--- src/rtl/spq_pkg.sv ---
// Shared types, sizes and helpers for the stable priority queue.
package spq_pkg;

  localparam int CAPACITY      = 16;
  localparam int PRIORITY_BITS = 8;
  localparam int TAG_BITS      = 32;
  localparam int IDX_W         = $clog2(CAPACITY);
  localparam int CNT_W         = $clog2(CAPACITY + 1);

  typedef enum logic [0:0] {
    FUNC_INSERT = 1'b0,
    FUNC_SERVE  = 1'b1
  } func_t;

  typedef enum logic [1:0] {
    ST_DONE  = 2'd0,
    ST_FULL  = 2'd1,
    ST_EMPTY = 2'd2
  } status_t;

  typedef enum logic [1:0] {
    RD_HEAD = 2'd0,
    RD_TAIL = 2'd1,
    RD_NEXT = 2'd2
  } rd_sel_t;

  typedef enum logic [0:0] {
    WR_SHIFT = 1'b0,
    WR_NEW   = 1'b1
  } wr_sel_t;

  typedef struct packed {
    func_t                    func;
    logic [PRIORITY_BITS-1:0] new_priority;
    logic [TAG_BITS-1:0]      new_tag;
  } in_item_t;

  typedef struct packed {
    status_t                  status;
    logic [PRIORITY_BITS-1:0] served_priority;
    logic [TAG_BITS-1:0]      served_tag;
    logic [CNT_W-1:0]         occupancy;
  } out_item_t;

  typedef struct packed {
    logic [PRIORITY_BITS-1:0] prio;
    logic [TAG_BITS-1:0]      tag;
  } entry_t;

  typedef struct packed {
    logic    capture;
    rd_sel_t rd_sel;
    logic    wr_en;
    wr_sel_t wr_sel;
    logic    step;
    logic    cnt_inc;
    logic    serve_pop;
    logic    res_load;
    status_t res_status;
  } ctrl_cmd_t;

  typedef struct packed {
    logic count_zero;
    logic count_full;
    logic j_zero;
    logic less;
  } dp_status_t;

  function automatic logic [IDX_W-1:0] slot_addr(input logic [IDX_W-1:0] head,
                                                 input logic [IDX_W-1:0] off);
    logic [IDX_W:0] sum;
    sum = {1'b0, head} + {1'b0, off};
    if (sum >= (IDX_W + 1)'(CAPACITY)) begin
      sum = sum - (IDX_W + 1)'(CAPACITY);
    end
    return sum[IDX_W-1:0];
  endfunction

endpackage

--- src/rtl/spq_dpath.sv ---
// Datapath of the priority queue: ring buffer memory, pointers and result register.
module spq_dpath (
  input  logic               clk,
  input  logic               rst,
  input  spq_pkg::ctrl_cmd_t cmd,
  input  spq_pkg::in_item_t  in_item,
  output spq_pkg::dp_status_t sts,
  output spq_pkg::out_item_t out_item
);
  import spq_pkg::*;

  entry_t                   mem [CAPACITY];
  entry_t                   rdata;
  entry_t                   wdata;
  logic [IDX_W-1:0]         head;
  logic [CNT_W-1:0]         count;
  logic [CNT_W-1:0]         count_next;
  logic [CNT_W-1:0]         j;
  logic [PRIORITY_BITS-1:0] new_prio;
  logic [TAG_BITS-1:0]      new_tag;
  out_item_t                res;
  logic [CNT_W-1:0]         cnt_m1;
  logic [CNT_W-1:0]         j_m1;
  logic [CNT_W-1:0]         j_p1;
  logic [CNT_W-1:0]         rd_off;
  logic [IDX_W-1:0]         raddr;
  logic [IDX_W-1:0]         waddr;

  assign cnt_m1 = count - CNT_W'(1);
  assign j_m1   = j - CNT_W'(1);
  assign j_p1   = j + CNT_W'(1);

  always_comb begin
    case (cmd.rd_sel)
      RD_HEAD: rd_off = '0;
      RD_TAIL: rd_off = cnt_m1;
      RD_NEXT: rd_off = j_m1;
      default: rd_off = '0;
    endcase
  end

  assign raddr = slot_addr(head, rd_off[IDX_W-1:0]);
  assign waddr = slot_addr(head, j_p1[IDX_W-1:0]);

  always_comb begin
    case (cmd.wr_sel)
      WR_SHIFT: wdata = rdata;
      WR_NEW:   wdata = '{prio: new_prio, tag: new_tag};
      default:  wdata = rdata;
    endcase
  end

  always_ff @(posedge clk) begin
    if (cmd.wr_en) begin
      mem[waddr] <= wdata;
    end
    rdata <= mem[raddr];
  end

  always_comb begin
    count_next = count;
    if (cmd.cnt_inc) begin
      count_next = count + CNT_W'(1);
    end else if (cmd.serve_pop) begin
      count_next = cnt_m1;
    end
  end

  always_ff @(posedge clk) begin
    if (rst) begin
      head  <= '0;
      count <= '0;
    end else begin
      count <= count_next;
      if (cmd.serve_pop) begin
        head <= slot_addr(head, IDX_W'(1));
      end
    end
  end

  always_ff @(posedge clk) begin
    if (cmd.capture) begin
      new_prio <= in_item.new_priority;
      new_tag  <= in_item.new_tag;
      j        <= cnt_m1;
    end else if (cmd.step) begin
      j <= j_m1;
    end
    if (cmd.res_load) begin
      res.status          <= cmd.res_status;
      res.served_priority <= cmd.serve_pop ? rdata.prio : '0;
      res.served_tag      <= cmd.serve_pop ? rdata.tag : '0;
      res.occupancy       <= count_next;
    end
  end

  assign sts.count_zero = (count == '0);
  assign sts.count_full = (count == CNT_W'(CAPACITY));
  assign sts.j_zero     = (j == '0);
  assign sts.less       = (rdata.prio < new_prio);
  assign out_item       = res;

endmodule

--- src/rtl/spq_ctrl.sv ---
// Controller state machine that sequences inserts and serves of the priority queue.
module spq_ctrl (
  input  logic                clk,
  input  logic                rst,
  input  logic                in_valid,
  input  spq_pkg::func_t      in_func,
  output logic                in_ready,
  output logic                out_valid,
  input  logic                out_ready,
  input  spq_pkg::dp_status_t sts,
  output spq_pkg::ctrl_cmd_t  cmd
);
  import spq_pkg::*;

  typedef enum logic [3:0] {
    S_IDLE  = 4'b0001,
    S_SCAN  = 4'b0010,
    S_PLACE = 4'b0100,
    S_SERVE = 4'b1000
  } state_t;

  state_t state;
  state_t state_next;
  logic   accept;

  assign in_ready = (state == S_IDLE) && (!out_valid || out_ready);
  assign accept   = in_valid && in_ready;

  always_comb begin
    state_next     = state;
    cmd            = '0;
    cmd.rd_sel     = RD_HEAD;
    cmd.wr_sel     = WR_NEW;
    cmd.res_status = ST_DONE;
    case (state)
      S_IDLE: begin
        if (accept) begin
          if (in_func == FUNC_INSERT) begin
            if (sts.count_full) begin
              cmd.res_load   = 1'b1;
              cmd.res_status = ST_FULL;
            end else begin
              cmd.capture = 1'b1;
              cmd.rd_sel  = RD_TAIL;
              state_next  = sts.count_zero ? S_PLACE : S_SCAN;
            end
          end else begin
            if (sts.count_zero) begin
              cmd.res_load   = 1'b1;
              cmd.res_status = ST_EMPTY;
            end else begin
              cmd.rd_sel = RD_HEAD;
              state_next = S_SERVE;
            end
          end
        end
      end
      S_SCAN: begin
        cmd.wr_en = 1'b1;
        if (sts.less) begin
          cmd.wr_sel = WR_SHIFT;
          cmd.step   = 1'b1;
          cmd.rd_sel = RD_NEXT;
          if (sts.j_zero) begin
            state_next = S_PLACE;
          end
        end else begin
          cmd.wr_sel   = WR_NEW;
          cmd.cnt_inc  = 1'b1;
          cmd.res_load = 1'b1;
          state_next   = S_IDLE;
        end
      end
      S_PLACE: begin
        cmd.wr_en    = 1'b1;
        cmd.wr_sel   = WR_NEW;
        cmd.cnt_inc  = 1'b1;
        cmd.res_load = 1'b1;
        state_next   = S_IDLE;
      end
      S_SERVE: begin
        cmd.serve_pop = 1'b1;
        cmd.res_load  = 1'b1;
        state_next    = S_IDLE;
      end
      default: begin
        state_next = S_IDLE;
      end
    endcase
  end

  always_ff @(posedge clk) begin
    if (rst) begin
      state     <= S_IDLE;
      out_valid <= 1'b0;
    end else begin
      state <= state_next;
      if (cmd.res_load) begin
        out_valid <= 1'b1;
      end else if (out_ready) begin
        out_valid <= 1'b0;
      end
    end
  end

`ifndef SYNTHESIS
  a_no_overwrite: assert property (@(posedge clk) disable iff (rst)
    cmd.res_load |-> (!out_valid || out_ready))
    else $error("Result loaded while an earlier transaction is still pending.");

  a_busy_no_result: assert property (@(posedge clk) disable iff (rst)
    (state != S_IDLE) |-> !out_valid)
    else $error("Result pending while an operation is in progress.");

  a_scan_finish: assert property (@(posedge clk) disable iff (rst)
    (state == S_SCAN && !sts.less) |=> (state == S_IDLE && out_valid))
    else $error("Insert scan did not complete with a result.");

  a_insert_room: assert property (@(posedge clk) disable iff (rst)
    cmd.cnt_inc |-> !sts.count_full)
    else $error("Entry count incremented on a full queue.");
`endif

endmodule

--- src/rtl/stable_priority_queue.sv ---
// Top level of the bounded stable priority queue with sorted insert.
//
//   Channel  Valid      Ready      Payload
//   input    in_valid   in_ready   in_data  (func, new_priority, new_tag)
//   output   out_valid  out_ready  out_data (status, served_priority, served_tag, occupancy)
//
// A refused insert or a serve on an empty queue gives its result in the cycle after acceptance.
// A serve reads the head entry, then loads the result; an insert walks the ring memory from
// the tail one entry per cycle, moving back lower-priority entries, then writes the new one.
// One transaction is in progress at a time; a new one is taken when the result register is
// empty or being read. Reset empties the queue at once; the entry memory is not cleared.
module stable_priority_queue (
  input  logic                clk,
  input  logic                rst,
  input  logic                in_valid,
  output logic                in_ready,
  input  spq_pkg::in_item_t   in_data,
  output logic                out_valid,
  input  logic                out_ready,
  output spq_pkg::out_item_t  out_data
);
  import spq_pkg::*;

  ctrl_cmd_t  cmd;
  dp_status_t sts;

  spq_ctrl u_ctrl (
    .clk       (clk),
    .rst       (rst),
    .in_valid  (in_valid),
    .in_func   (in_data.func),
    .in_ready  (in_ready),
    .out_valid (out_valid),
    .out_ready (out_ready),
    .sts       (sts),
    .cmd       (cmd)
  );

  spq_dpath u_dpath (
    .clk      (clk),
    .rst      (rst),
    .cmd      (cmd),
    .in_item  (in_data),
    .sts      (sts),
    .out_item (out_data)
  );

endmodule

--- config.mk ---
export PLATFORM = sky130hd
export DESIGN_NAME = stable_priority_queue
export DESIGN_NICKNAME = d
export VERILOG_FILES = /design/src/rtl/spq_pkg.sv /design/src/rtl/spq_dpath.sv /design/src/rtl/spq_ctrl.sv /design/src/rtl/stable_priority_queue.sv
export SDC_FILE = /design/constraint.sdc
export NUM_CORES = 1
export LEC_CHECK = 0
export ABC_CLOCK_PERIOD_IN_PS = 10300
export BUFFER_PORTS_ARGS = -buffer_cell sky130_fd_sc_hd__buf_2
export CAP_MARGIN = 15
export CORE_UTILIZATION = 50
export CTS_CLUSTER_DIAMETER = 50
export DETAILED_ROUTE_END_ITERATION = 10
export PLACE_DENSITY_LB_ADDON = 0.2
export SYNTH_ARGS = -nofsm -noshare
export SYNTH_HDL_FRONTEND = slang
export SYNTH_HIERARCHICAL = 1
export SYNTH_SLANG_ARGS = --single-unit
--- constraint.sdc ---
create_clock -name clk -period 10.3 [get_ports clk]
set_input_delay 1.03 -clock clk [delete_from_list [all_inputs] [get_ports clk]]
set_output_delay 1.03 -clock clk [all_outputs]
set_load 0.1 [all_outputs]
==> results_dict.tcl <==
set metrics [dict create \
    synthXorXnorAreaFrac 0.00749 \
    finalHoldViolCount 0 \
    synth.distinct_cells 55 \
    root_buffer "clkbuf_16" \
    relSlewSlack 0.241 \
    maxCapViolCount 0 \
    cts_buffers 87 \
    max_freq_ghz 0.151 \
    cpPeakStageDelay_ps 1500 \
    holdCritPathClass "register to register" \
    power_density_mw_per_mm2 203 \
    reg2regPathDepth 20 \
    yosys_most_used_dff "edfxtp_1" \
    synth_edf_count 732 \
    cts_sinks 786 \
    placed_area_sq_mm 0.0317 \
    coreArea_sq_mm 0.0594 \
    place_inst 2155 \
    io_pins 94 \
    nets 1540 \
    grt_pass1_wl_mm 91.9 \
    antenna_cells 0 \
    route.detailed.drc 0 \
    synth_nets 1392 \
    fp-row-count 89 \
    hpwl_mm 29.6 \
    setup_viol 0 \
    cts_tree "built" \
    yosys_warnings 6 \
    status "finished clean" \
    yosysSeqAreaShare 0.763 \
    grt_start_max_net_pins 77 \
    die_y_um 248 \
    critPathMostFrequentCell "inv_1" \
    antenna_found_initial 1 \
    crit_type "register to register" \
    period_needed_ps 6630 \
    p_leak_uw 0.0112 \
    crit_buf_inv 5 \
    cts_resized 0 \
    rsz0062_at_grt "false" \
    cts_max_path_buffers 3 \
    drtPass1Iterations 5 \
    routed_wl_mm 62.4 \
    clk_latency_ps 620 \
    finalMaxSlewViolations 0 \
    io_buffer_count 93 \
    slowest_stage "fa_4" \
    cts-htree-levels 3 \
    syn_inst 1323 \
    synthMuxAreaShare 0.172 \
    min_path_cells 1 \
    wire_per_inst_um 27.0 \
    fin_ws_ps 3670 \
    synth_top_family_by_area "multiplexers" \
    post_drt_via_cell_ratio 5.95 \
    period_share 0.644 \
    ys_seq_elements 786 \
    start_kind "register" \
    ys_async_sr_fraction 0 \
    path_clk_slew_ps 60 \
    layout.cells.non_filler 2313 \
    pre_cts_ws_ps 3570 \
    tns_ps 0 \
    endpoint_kind "register" \
    crit_fanout 68 \
    ant_nets 0 \
    clock_skew_ps 25.5 \
    design_area_sq_mm 0.0347 \
    start_util 0.510 \
    worstPathRequired_ps 10800 \
    gr-total-overflow 0 \
    synthesis.area_sq_mm 0.0302 \
    worst_pin_slew_ps 1140 \
    layout_common_cells "732 x edfxtp_1, 146 x mux4_2, 93 x buf_2, 88 x clkbuf_16" \
    gp_congestion 0.741 \
    drive_gt1_frac 0.312 \
    yosys.area_share.simple 0.0261 \
    dieWidth_um 248 \
    post-cts-setup-buffers 0 \
    cts_hold_buf 0 \
    track_usage 0.210 \
    ir_worst_vdd_mv 0.128 \
    synthAdderAreaFrac 0.0104 \
    critPathTopFamily "adder cells" \
    path_depth 20 \
    worst_ep_arrival_time_ps 7130 \
    crit_chain "inv_1 > ha_1 > a21oi_1 > nor2b_1 > o21ai_0 > a21oi_1 > o41ai_1 > and3b_2 > nand2_2 > buf_4 > inv_1 > inv_1 > ha_1 > a22oi_1 > nor2_1 > ha_4 > fa_4 > buf_4 > mux4_2 > mux4_2" \
    vias 13752 \
    die_area_sq_mm 0.0615 \
    area_delta_synth_final_pct 14.6 \
    post_synth.cell_area_avg_sq_um 22.9 \
    synth_compound_area_frac 0.00621 \
    grt_pass1_vias 14023 \
    drt_iter0_drc 1436 \
    layout_commonest_cell "edfxtp_1" \
]
-- layer usage --
metal  global-route usage  routed length [um]  vias up
li1                     -                   -     5849
met1                0.299               26700     7379
met2                0.336               30700      440
met3               0.0305                3680       84
met4               0.0666                1260        0
met5                    0                   0        -
-- logic make-up (layout without fill, tap and decap cells) --
group,after synthesis,count (layout)
xor+xnor,25,25
mux,244,244
buf+inv,81,298
fa+ha+maj,24,24
compound gates,27,27
flops,786,786
simple gates,136,136
-- where the power goes --
| group | leakage (uW) | switching [uW] | internal (uW) |
|---|---|---|---|
| registers | 0.00705 | 19.0 | 3520 |
| clock network | 0.00145 | 1250 | 1940 |
| logic | 0.00273 | 216 | 89.8 |
| total | 0.0112 | 1480 | 5560 |
-- cell type report --
cell class              count  area, sq um
fillers                  4151        24700
flip-flops and latches    786        23100
multi-input cells         456         6900
clock buffers             103         2320
well taps                 773          967
repair buffers            119          673
clock inverters            55          661
inverters                  21         78.8
-- worst paths after layout --
path | start | end | slack (ps)
worst max register to register | u_dpath/new_prio[1]$_DFFE_PP_ | u_dpath/rdata[17]$_DFF_P_ | 3670
worst max-delay path | u_dpath/new_prio[1]$_DFFE_PP_ | u_dpath/rdata[17]$_DFF_P_ | 3670
worst min register to register | u_dpath/rdata[2]$_DFF_P_ | u_dpath/out_item[7]$_SDFFCE_PN0P_ | 540
worst min-delay path | u_dpath/rdata[2]$_DFF_P_ | u_dpath/out_item[7]$_SDFFCE_PN0P_ | 540
-- registers in the layout (all words and copies together) (netlist names) --
| name | flops |
|---|---|
| u_dpath/new_tag | 32 |
| u_dpath/count | 5 |
| u_dpath/head | 4 |
| u_dpath/new_prio | 8 |
| u_dpath/j | 5 |
| u_ctrl/out_valid | 1 |
| u_dpath/mem | 640 |
| u_dpath/rdata | 40 |
| u_ctrl/state | 4 |
| u_dpath/out_item | 47 |
-- per-stage QoR --
step / hold WS, ps / total power (uW) / utilization
6_report: 538 / 7040 / 0.584
5_1_grt: 559 / 7240 / 0.584
4_1_cts: 541 / 7100 / 0.584
3_5_place_dp: 525 / 3920 / 0.534
3_3_place_gp: 525 / 3910 / 0.534
2_1_floorplan: 507 / 3840 / -
-- cells in the mapped netlist (2+ instances only) --
cell      number  area [sq um]
edfxtp_1     732         22000
mux4_2       146          3290
dfxtp_1       54          1080
mux4_1        54          1420
and2_1        40           250
mux2_2        40           450
nor2_1        37           139
clkbuf_1      23          86.3
ha_1          22           275
inv_1         21          78.8
buf_2         16          80.1
xor2_1        13           114
buf_6         12           135
nand2_1       12          45.0
xnor2_1       11          96.3
a21oi_1        9          45.0
nand3b_1       7          52.6
nor2b_1        6          37.5
buf_1          5          18.8
nand3_1        5          25.0
nor3_1         5          25.0
mux2i_1        4          40.0
o21ai_0        4          20.0
buf_12         3          60.1
nand2b_1       3          18.8
nor4b_1        3          26.3
a21o_1         2          15.0
a22oi_1        2          15.0
fa_1           2          40.0
nand4_1        2          12.5
nor3_2         2          20.0
nor3b_1        2          15.0
or3b_1         2          17.5
Note: power is estimated with default switching activity, not from simulation.
